$ cat config.mk
export PLATFORM = sky130hd
export DESIGN_NAME = escaped_frame_builder
export DESIGN_NICKNAME = d
export VERILOG_FILES = /design/src/hw/rtl/efb_pkg.sv /design/src/hw/rtl/escaped_frame_builder.sv /design/src/hw/rtl/efb_cfg.sv /design/src/hw/rtl/efb_expand.sv /design/src/hw/rtl/efb_emit.sv
export SDC_FILE = /design/constraint.sdc
export NUM_CORES = 1
export LEC_CHECK = 0
export BUFFER_PORTS_ARGS = -buffer_cell sky130_fd_sc_hd__buf_2
export CAP_MARGIN = 20
export CORE_MARGIN = 1
export CORE_UTILIZATION = 50
export DETAILED_ROUTE_END_ITERATION = 8
export PLACE_DENSITY = 0.7
export SLEW_MARGIN = 0
export SYNTH_ARGS = -nofsm -noshare
export SYNTH_HDL_FRONTEND = slang
export SYNTH_HIERARCHICAL = 1
export SYNTH_SLANG_ARGS = --single-unit
$ cat constraint.sdc
create_clock -name aclk -period 3.7 [get_ports aclk]
set_clock_uncertainty 0.2 [all_clocks]
set_input_delay 0 -clock aclk [delete_from_list [all_inputs] [get_ports aclk]]
set_output_delay 0 -clock aclk [all_outputs]
set_load 0.05 [all_outputs]
$ cat src/hw/rtl/efb_pkg.sv
// Shared types and constants for the escaped frame builder.
// Used by every module in hw/rtl; no dependencies.
`default_nettype none

package efb_pkg;

    localparam int BYTE_W   = 8;
    localparam int NIBBLE_W = 4;
    localparam int MAX_OUT  = 5;   // header, length, escape, payload, end code
    localparam int CNT_W    = 3;   // holds 0..MAX_OUT
    localparam int CFG_IDX_W = 2;

    // Register indexes of the config port
    localparam logic [CFG_IDX_W-1:0] CFG_END_CODE      = 2'd0;
    localparam logic [CFG_IDX_W-1:0] CFG_ESCAPE_CODE   = 2'd1;
    localparam logic [CFG_IDX_W-1:0] CFG_ESCAPE_ENABLE = 2'd2;

    localparam logic [BYTE_W-1:0] END_CODE_RST    = 8'd126;
    localparam logic [BYTE_W-1:0] ESCAPE_CODE_RST = 8'd125;
    localparam logic              ESCAPE_EN_RST   = 1'b1;

    typedef struct packed {
        logic [BYTE_W-1:0] end_code;
        logic [BYTE_W-1:0] escape_code;
        logic              escape_enable;
    } efb_cfg_t;

    typedef struct packed {
        logic [BYTE_W-1:0]   payload_byte;
        logic                first_byte;
        logic                last_byte;
        logic [NIBBLE_W-1:0] message_id;
        logic [NIBBLE_W-1:0] data_kind;
        logic [BYTE_W-1:0]   frame_length;
    } efb_item_t;

    // Expanded byte run for one item, slot 0 goes out first
    typedef struct packed {
        logic [MAX_OUT-1:0][BYTE_W-1:0] bytes;
        logic [CNT_W-1:0]               cnt;
        logic                           closes;  // last slot is the closing end code
    } efb_job_t;

endpackage

`default_nettype wire

$ cat src/hw/rtl/escaped_frame_builder.sv
// Top level of the escaped frame builder: input register, expansion, result register.
// Depends on efb_pkg, efb_cfg, efb_expand, efb_emit.
`default_nettype none

// Byte-stuffing framer. Each input transfer carries one payload byte and turns
// into a run of 1 to 5 output bytes: header (message_id high nibble, data_kind
// low nibble) and length when first_byte is set, an escape code before a
// payload byte equal to the end or escape code (when escaping is enabled), the
// payload byte, and the end code when last_byte is set. m_tlast marks the last
// byte of each run and m_tuser flags the closing end code. The output sends one
// byte per cycle while m_tready is high, so an item takes one output transfer per
// output byte (1 to 5); the input register refills while the result register
// still drains, so with m_tready held high items flow back to back, one per
// output run. Configuration is written through the cfg_* channel (index 0 end
// code, 1 escape code, 2 escape enable) and must only change while idle.
module escaped_frame_builder (
    input  wire logic                          aclk,
    input  wire logic                          aresetn,
    // config write channel
    input  wire logic                          cfg_valid,
    output logic                               cfg_ready,
    input  wire logic [efb_pkg::CFG_IDX_W-1:0] cfg_index,
    input  wire logic [efb_pkg::BYTE_W-1:0]    cfg_data,
    // input stream
    input  wire logic                          s_tvalid,
    output logic                               s_tready,
    input  wire logic [23:0]                   s_tdata,  // [7:0] payload_byte, [11:8] message_id,
                                                         // [19:12] frame_length, [23:20] zero
    input  wire logic                          s_tlast,  // last_byte
    input  wire logic [4:0]                    s_tuser,  // [0] first_byte, [4:1] data_kind
    // output stream
    output logic                               m_tvalid,
    input  wire logic                          m_tready,
    output logic [efb_pkg::BYTE_W-1:0]         m_tdata,  // [7:0] out_byte
    output logic                               m_tlast,  // run_last
    output logic                               m_tuser   // [0] frame_done
);

    efb_pkg::efb_cfg_t  cfg;
    efb_pkg::efb_item_t item_reg;
    efb_pkg::efb_item_t item_next;
    efb_pkg::efb_job_t  job;
    logic               item_valid_reg;
    logic               job_load;

    efb_cfg u_cfg (
        .aclk      (aclk),
        .aresetn   (aresetn),
        .cfg_valid (cfg_valid),
        .cfg_ready (cfg_ready),
        .cfg_index (cfg_index),
        .cfg_data  (cfg_data),
        .cfg       (cfg)
    );

    // Input register is free when empty or when its item moves on this cycle
    assign s_tready = !item_valid_reg || job_load;

    always_comb begin
        item_next.payload_byte = s_tdata[7:0];
        item_next.message_id   = s_tdata[11:8];
        item_next.frame_length = s_tdata[19:12];
        item_next.first_byte   = s_tuser[0];
        item_next.data_kind    = s_tuser[4:1];
        item_next.last_byte    = s_tlast;
    end

    always_ff @(posedge aclk) begin
        if (!aresetn) begin
            item_valid_reg <= 1'b0;
        end else if (s_tready) begin
            item_valid_reg <= s_tvalid;
        end
    end

    always_ff @(posedge aclk) begin
        if (s_tready && s_tvalid) begin
            item_reg <= item_next;
        end
    end

    efb_expand u_expand (
        .item (item_reg),
        .cfg  (cfg),
        .job  (job)
    );

    efb_emit u_emit (
        .aclk      (aclk),
        .aresetn   (aresetn),
        .job_valid (item_valid_reg),
        .job       (job),
        .job_load  (job_load),
        .m_tvalid  (m_tvalid),
        .m_tready  (m_tready),
        .m_tdata   (m_tdata),
        .m_tlast   (m_tlast),
        .m_tuser   (m_tuser)
    );

endmodule

`default_nettype wire

$ cat src/hw/rtl/efb_cfg.sv
// Configuration register file: end code, escape code, escape enable.
// Depends on efb_pkg.
`default_nettype none

module efb_cfg (
    input  wire logic                         aclk,
    input  wire logic                         aresetn,
    input  wire logic                         cfg_valid,
    output logic                              cfg_ready,
    input  wire logic [efb_pkg::CFG_IDX_W-1:0] cfg_index,
    input  wire logic [efb_pkg::BYTE_W-1:0]    cfg_data,
    output efb_pkg::efb_cfg_t                 cfg
);

    efb_pkg::efb_cfg_t cfg_reg;

    assign cfg_ready = 1'b1;
    assign cfg       = cfg_reg;

    always_ff @(posedge aclk) begin
        if (!aresetn) begin
            cfg_reg.end_code      <= efb_pkg::END_CODE_RST;
            cfg_reg.escape_code   <= efb_pkg::ESCAPE_CODE_RST;
            cfg_reg.escape_enable <= efb_pkg::ESCAPE_EN_RST;
        end else if (cfg_valid) begin
            unique case (cfg_index)
                efb_pkg::CFG_END_CODE:      cfg_reg.end_code      <= cfg_data;
                efb_pkg::CFG_ESCAPE_CODE:   cfg_reg.escape_code   <= cfg_data;
                efb_pkg::CFG_ESCAPE_ENABLE: cfg_reg.escape_enable <= cfg_data[0];
                default: ;  // unmapped index, write dropped
            endcase
        end
    end

endmodule

`default_nettype wire

$ cat src/hw/rtl/efb_expand.sv
// Expands one registered item into its run of output bytes.
// Depends on efb_pkg.
`default_nettype none

module efb_expand (
    input  efb_pkg::efb_item_t item,
    input  efb_pkg::efb_cfg_t  cfg,
    output efb_pkg::efb_job_t  job
);

    logic                      need_esc;
    logic [efb_pkg::CNT_W-1:0] pos;

    assign need_esc = cfg.escape_enable &&
                      (item.payload_byte == cfg.end_code ||
                       item.payload_byte == cfg.escape_code);

    always_comb begin
        job = '0;
        pos = '0;
        if (item.first_byte) begin
            job.bytes[0] = {item.message_id, item.data_kind};
            job.bytes[1] = item.frame_length;
            pos = efb_pkg::CNT_W'(2);
        end
        if (need_esc) begin
            job.bytes[pos] = cfg.escape_code;
            pos = pos + 1'b1;
        end
        job.bytes[pos] = item.payload_byte;
        pos = pos + 1'b1;
        if (item.last_byte) begin
            job.bytes[pos] = cfg.end_code;
            pos = pos + 1'b1;
        end
        job.cnt    = pos;
        job.closes = item.last_byte;
    end

endmodule

`default_nettype wire

$ cat src/hw/rtl/efb_emit.sv
// Result register: holds one expanded byte run and sends it a byte per transfer.
// Depends on efb_pkg.
`default_nettype none

module efb_emit (
    input  wire logic                        aclk,
    input  wire logic                        aresetn,
    input  wire logic                        job_valid,
    input  efb_pkg::efb_job_t                job,
    output logic                             job_load,
    output logic                             m_tvalid,
    input  wire logic                        m_tready,
    output logic [efb_pkg::BYTE_W-1:0]       m_tdata,   // [7:0] out_byte
    output logic                             m_tlast,   // run_last
    output logic                             m_tuser    // [0] frame_done
);

    logic                      busy_reg;
    efb_pkg::efb_job_t         job_reg;
    logic [efb_pkg::CNT_W-1:0] idx_reg;
    logic                      at_end;

    assign at_end   = (idx_reg == job_reg.cnt - 1'b1);
    assign job_load = !busy_reg || (m_tready && at_end);

    assign m_tvalid = busy_reg;
    assign m_tdata  = job_reg.bytes[idx_reg];
    assign m_tlast  = at_end;
    assign m_tuser  = at_end && job_reg.closes;

    always_ff @(posedge aclk) begin
        if (!aresetn) begin
            busy_reg <= 1'b0;
            idx_reg  <= '0;
        end else if (job_load) begin
            busy_reg <= job_valid;
            idx_reg  <= '0;
        end else if (m_tready) begin
            idx_reg <= idx_reg + 1'b1;
        end
    end

    always_ff @(posedge aclk) begin
        if (job_load && job_valid) begin
            job_reg <= job;
        end
    end

    a_idx_in_run: assert property (@(posedge aclk) disable iff (!aresetn)
        busy_reg |-> idx_reg < job_reg.cnt) else $error("byte index past run");
    a_cnt_range: assert property (@(posedge aclk) disable iff (!aresetn)
        busy_reg |-> (job_reg.cnt != '0 && job_reg.cnt <= efb_pkg::CNT_W'(efb_pkg::MAX_OUT)))
        else $error("run length out of range");
    a_stall_hold: assert property (@(posedge aclk) disable iff (!aresetn)
        (busy_reg && !m_tready) |=> (busy_reg && $stable(idx_reg)))
        else $error("run advanced while stalled");
    a_done_last: assert property (@(posedge aclk) disable iff (!aresetn)
        (busy_reg && m_tuser) |-> m_tlast) else $error("frame end not last of run");

endmodule

`default_nettype wire
==> results of run 1 <==
power groups by stage:
stage          Clock (µW)  Combinational [µW]  Sequential (µW)
3_5_place_dp            0                 237             1240
2_1_floorplan           0                 186             1220
3_3_place_gp            0                 229             1240
6_report              632                 275             1220
5_1_grt               681                 299             1220
4_1_cts               640                 273             1220
cell usage after synthesis, types with 3 or more instances:
master      n
buf_2       5
nand2_1    63
clkbuf_1   12
nor2b_1    18
xnor2_1    18
xor2_1      3
ha_1        7
nand4_1     4
a22oi_1    14
o31ai_1     8
o221ai_1    8
inv_1      24
a21oi_1     4
o21ai_0    24
a2bb2oi_1   8
edfxtp_1   70
nand3_1     9
and3_1      8
nor2_1     12
clkbuf_2    6
buf_4       4
and2_1      5
mux4_2      8
buf_6       3
dfxtp_1    22
mux2i_1    16
how the worst min path moves through the flow:
stage,startpoint,end,cells after the start
after floorplan,s_tdata[12],item_reg[0],0
after global placement,s_tlast,item_reg[16],1
after detailed placement,s_tdata[11],item_reg[15],1
after CTS,s_tdata[3],item_reg[21],2
after global routing,s_tdata[5],item_reg[23],2
final,s_tdata[18],item_reg[6],2
per-layer routing:
| layer | up-vias | track usage |
|---|---|---|
| li1 | 1650 | - |
| met1 | 1643 | 0.294 |
| met2 | 121 | 0.386 |
| met3 | 12 | 0.0426 |
| met4 | 0 | 0.0712 |
| met5 | - | 0 |
logic make-up (layout without fill, tap and decap cells):
kind of cell,Yosys count,after routing,synth area share
and+or+nand+nor,136,136,0.149
DFF,92,92,0.541
AOI/OAI and AO/OA,75,75,0.113
buffers and inverters,57,144,0.0573
muxes,25,25,0.0749
xor gates and xnor gates,22,22,0.0442
adders and majority gates,7,7,0.0187
other,1,1,0.000799
worst max-delay path, delay by kind of cell (launching register included):
family	cells	cell delay (ps)
AOI/OAI and AO/OA	3	690
and+or+nand+nor	3	720
DFF	1	550
adders and majority gates	1	220
xor gates and xnor gates	1	270
final cells by class:
cell class	instances	area, µm²
fillers	711	3300
flip-flops and latches	92	2540
multi-input cells	266	1890
repair buffers	103	756
well taps	108	135
clock buffers	9	124
inverters	25	93.8
clock inverters	7	57.6
per-stage QoR:
stage,instances,cell area [µm²],hold slack (ps),setup WS (ps)
floorplan,415,4700,-101,531
global placement,549,4960,-22.5,957
detailed placement,549,4960,-21.9,900
CTS,610,5590,126,891
global route,610,5590,130,724
finish,610,5590,133,837
repair_timing:
action,in CTS,in global routing
setup buffers,0,0
gates resized for setup,0,0
endpoints found under the hold margin,74,0
hold buffers,45,0
==> flow_metrics.tcl, run 1 <==
set metrics [dict create \
    grt_first_pass_wirelength_mm 16.8 \
    synth-main-ff-cell "edfxtp_1" \
    r2r_end "u_emit/job_reg[4]" \
    cts_buffer_depth 2 \
    hold_viol 0 \
    critPathCaptureType "register" \
    synthesis.nets 467 \
    cpPeakStageDelay_ps 550 \
    met3_length_um 502 \
    powerDensity_nw_per_um2 380 \
    p_leak_uw 0.00218 \
    vias 3426 \
    maxUsedRoutingLayer "met4" \
    core-area_um2 8890 \
    drt-vias-per-instance 5.62 \
    cp.arrival_ps 2830 \
    syn_area_um2 4700 \
    cts_tree "done" \
    cts_buffers 9 \
    cp-startpoint "item_reg[24]" \
    synth-seq-area-share 0.541 \
    wl_met2_mm 5.23 \
    antenna_found_initial 0 \
    min_period_over_period 0.774 \
    fp.dieH_um 98.9 \
    reg2regPathDepth 8 \
    synth_top_area_frac 0.448 \
    synthArstFlopShare 0 \
    min_path_type "in -> reg" \
    yosysWarnings 6 \
    worst_pin_slew_ps 762 \
    die_w_um 98.9 \
    grt_max_degree 45 \
    wirelength_mm 10.6 \
    drt-pass1-iter-count 5 \
    period_needed_ps 2860 \
    wirelength_met1_mm 4.67 \
    ios 58 \
    start_util 0.528 \
    power.switching_uw 573 \
    clock.fmax_mhz 349 \
    clk_root_buffer_cell "clkbuf_8" \
    required_ps 3660 \
    crit_chain "xnor2_1 > nand4_1 > o22ai_2 > nand2_4 > ha_1 > nor2_1 > a22oi_1 > a2bb2oi_1" \
    layout_commonest_cell "edfxtp_1" \
    synth.distinct_cells 53 \
    r2r_slack_ps 840 \
    p_clk_frac 0.297 \
    final_cell_mix "70 x edfxtp_1, 63 x nand2_1, 52 x buf_2" \
    drt_iter0_markers 166 \
    max-slew-margin-rel 0.491 \
    drive_gt1_frac 0.191 \
    rsz0062_at_grt "no" \
    seqPwrFrac 0.573 \
    portBuffers 52 \
    fin_util 0.629 \
    clk_pin_slew_worst_paths_ps 100 \
    n_antenna_cell 0 \
    syn2layout_area_growth_pct 19.1 \
    synth_enable_flop_cells 70 \
    largest_reg_flops 44 \
    cts.sinks 92 \
    antenna_left 0 \
    outcome "finished, final reports clean" \
    ir_drop_v 0.000221 \
    gp_congestion 0.838 \
    die_area_um2 9780 \
    synth.avg_cell_area_um2 11.3 \
    hpwl_mm 7.16 \
    setup_violations 0 \
    ys_seq_elements 92 \
    swShare 0.270 \
    total_power_uw 2120 \
    grt_overflow 0 \
    grt_pass1_vias 3366 \
    clock_latency_ps 360 \
    rows 34 \
    combPwrFrac 0.130 \
    grt_usage 0.227 \
    fin_tns_setup_ps 0 \
    slew_violations 0 \
    endpoint "u_emit/job_reg[4]" \
    cp_max_fo 7 \
    criticalPathCategory "reg -> reg" \
    crit_slowest_cell "edfxtp_1" \
    p_int_uw 1550 \
    h-tree-depth 3 \
    synth_area_leaders "edfxtp_1 45%, dfxtp_1 9.4%, nand2_1 5.0%" \
    routedWlPerCell_um 17.3 \
    final_nets 549 \
    reg2reg_from "item_reg[24]" \
    yosysTopAreaCell "edfxtp_1" \
    drc 0 \
    cap_violations 0 \
    synthesis.instances 415 \
    start_kind "register" \
]
No activity file was read; power rests on OpenSTA's default activity.
==> run 2, diff against run 1 <==
- clock period: 3.7 -> 2.8 ns (I/O delays scaled with it)
==> run 2 against run 1 <==
  * Via count grew 4.3%
  * Register-to-register slack lost 710 ps
  * First-iteration DRC count grew 93%
  * Combinational power grew 49%
  * Fmax grew 7.3%
  * Non-clock buffer count grew 24
  * Worst setup slack lost 710 ps
  * Largest cell class unchanged
  * Highest routed layer unchanged
==> flow_metrics.tcl, run 2 (synthesis gave the netlist of run 1 again) <==
set metrics [dict create \
    drt_iter0_markers 320 \
    cts_tree "done" \
    critPathCaptureType "register" \
    grt_first_pass_wirelength_mm 17.9 \
    dp_slack_ps 138 \
    gp_congestion 0.860 \
    drc 0 \
    cp_max_fo 26 \
    core-area_um2 8890 \
    antenna_found_initial 0 \
    clock.fmax_mhz 375 \
    hold_viol 0 \
    setup_violations 0 \
    rsz0062_at_grt "no" \
    routedWlPerCell_um 17.6 \
    cts_buffers 9 \
    n_antenna_cell 0 \
    syn2layout_area_growth_pct 23.6 \
    drive_gt1_frac 0.232 \
    ir_drop_v 0.000268 \
    cp.arrival_ps 2510 \
    fp.dieH_um 98.9 \
    setup_ws_ps 131 \
    period_needed_ps 2670 \
    cts_buffer_depth 2 \
    swShare 0.265 \
    fin_tns_setup_ps 0 \
    outcome "finished, final reports clean" \
    p_int_uw 2060 \
    die_area_um2 9780 \
    powerDensity_nw_per_um2 484 \
    wirelength_mm 11.2 \
    worstHoldPathCells 2 \
    placed_cells 568 \
    fillers 676 \
    grt_max_degree 45 \
    clk_pin_slew_worst_paths_ps 90 \
    grt_usage 0.242 \
    portBuffers 52 \
    final_cell_mix "70 x edfxtp_1, 63 x nand2_1, 52 x buf_2" \
    worst_pin_slew_ps 601 \
    start_kind "register" \
    finalNonFillerCells 634 \
    slew_violations 0 \
    largest_reg_flops 44 \
    reg2regPathDepth 7 \
    layout_commonest_cell "edfxtp_1" \
    clock_latency_ps 370 \
    combPwrFrac 0.146 \
    min_period_over_period 0.953 \
    power.switching_uw 745 \
    criticalPathCategory "reg -> reg" \
    seqPwrFrac 0.569 \
    cts.sinks 92 \
    p_leak_uw 0.00230 \
    vias 3574 \
    p_clk_frac 0.286 \
    max-slew-margin-rel 0.599 \
    die_w_um 98.9 \
    grt_pass1_vias 3500 \
    drt-pass1-iter-count 5 \
    clk_root_buffer_cell "clkbuf_8" \
    cap_violations 0 \
    drt-vias-per-instance 5.64 \
    h-tree-depth 3 \
    rows 34 \
    antenna_left 0 \
    final_nets 573 \
    hpwl_mm 7.57 \
    fin_util 0.653 \
    ios 58 \
    min_path_type "in -> reg" \
    start_util 0.528 \
    grt_overflow 0 \
    required_ps 2640 \
]
==> run 2: cell type report <==
type | count | area [µm²] | share of cell area
clock buffer | 9 | 124 | 0.0214
clock inverter | 7 | 51.3 | 0.00884
inverter | 25 | 93.8 | 0.0162
multi-input combinational | 266 | 1900 | 0.328
sequential | 92 | 2540 | 0.438
tap | 108 | 135 | 0.0233
timing repair buffer | 127 | 951 | 0.164
==> run 2: worst paths after layout <==
check                         start           endpoint  slack, ps
setup / recovery  u_emit/job_reg[1]       item_reg[20]        130
hold / removal          s_tdata[15]        item_reg[3]        130
setup reg to reg  u_emit/job_reg[1]       item_reg[20]        130
hold reg to reg     u_emit/m_tvalid  u_emit/idx_reg[1]        340
==> run 2: what timing repair did <==
| action | CTS | global route |
|---|---|---|
| hold buffers | 46 | 0 |
| setup endpoints to repair | 0 | 10 |
| gates resized for setup | 0 | 3 |
| endpoints found under the hold margin | 74 | 0 |
| buffers inserted | 0 | 4 |
==> run 2: through the flow <==
step | total power, µW | hold slack, ps | instance area [µm²]
floorplan | 1850 | -101 | 4700
finish | 2810 | 131 | 5800
CTS | 2810 | 118 | 5760
detailed placement | 1970 | -21.9 | 5120
global placement | 1960 | -22.9 | 5120
global route | 2920 | 121 | 5800
==> run 2: critical path, stage by stage, from the launching register on <==
cell      delay, ps
edfxtp_1        420
inv_1            80
ha_1            200
xor3_1          390
o41a_1          470
inv_2            70
nand2b_4        130
and2_4          380
==> run 2: power by group through the flow <==
stage | Clock [µW] | Combinational [µW] | Sequential, µW
2_1_floorplan | 0 | 247 | 1610
3_3_place_gp | 0 | 336 | 1630
3_5_place_dp | 0 | 344 | 1630
4_1_cts | 823 | 393 | 1600
5_1_grt | 873 | 442 | 1600
6_report | 802 | 409 | 1600
==> run 2: per-layer routing <==
metal	track usage	wire, µm	vias to the layer above
met5	0	0	-
met4	0.102	214	0
met3	0.0560	534	19
met2	0.400	5620	110
met1	0.306	4790	1741
li1	-	-	1704
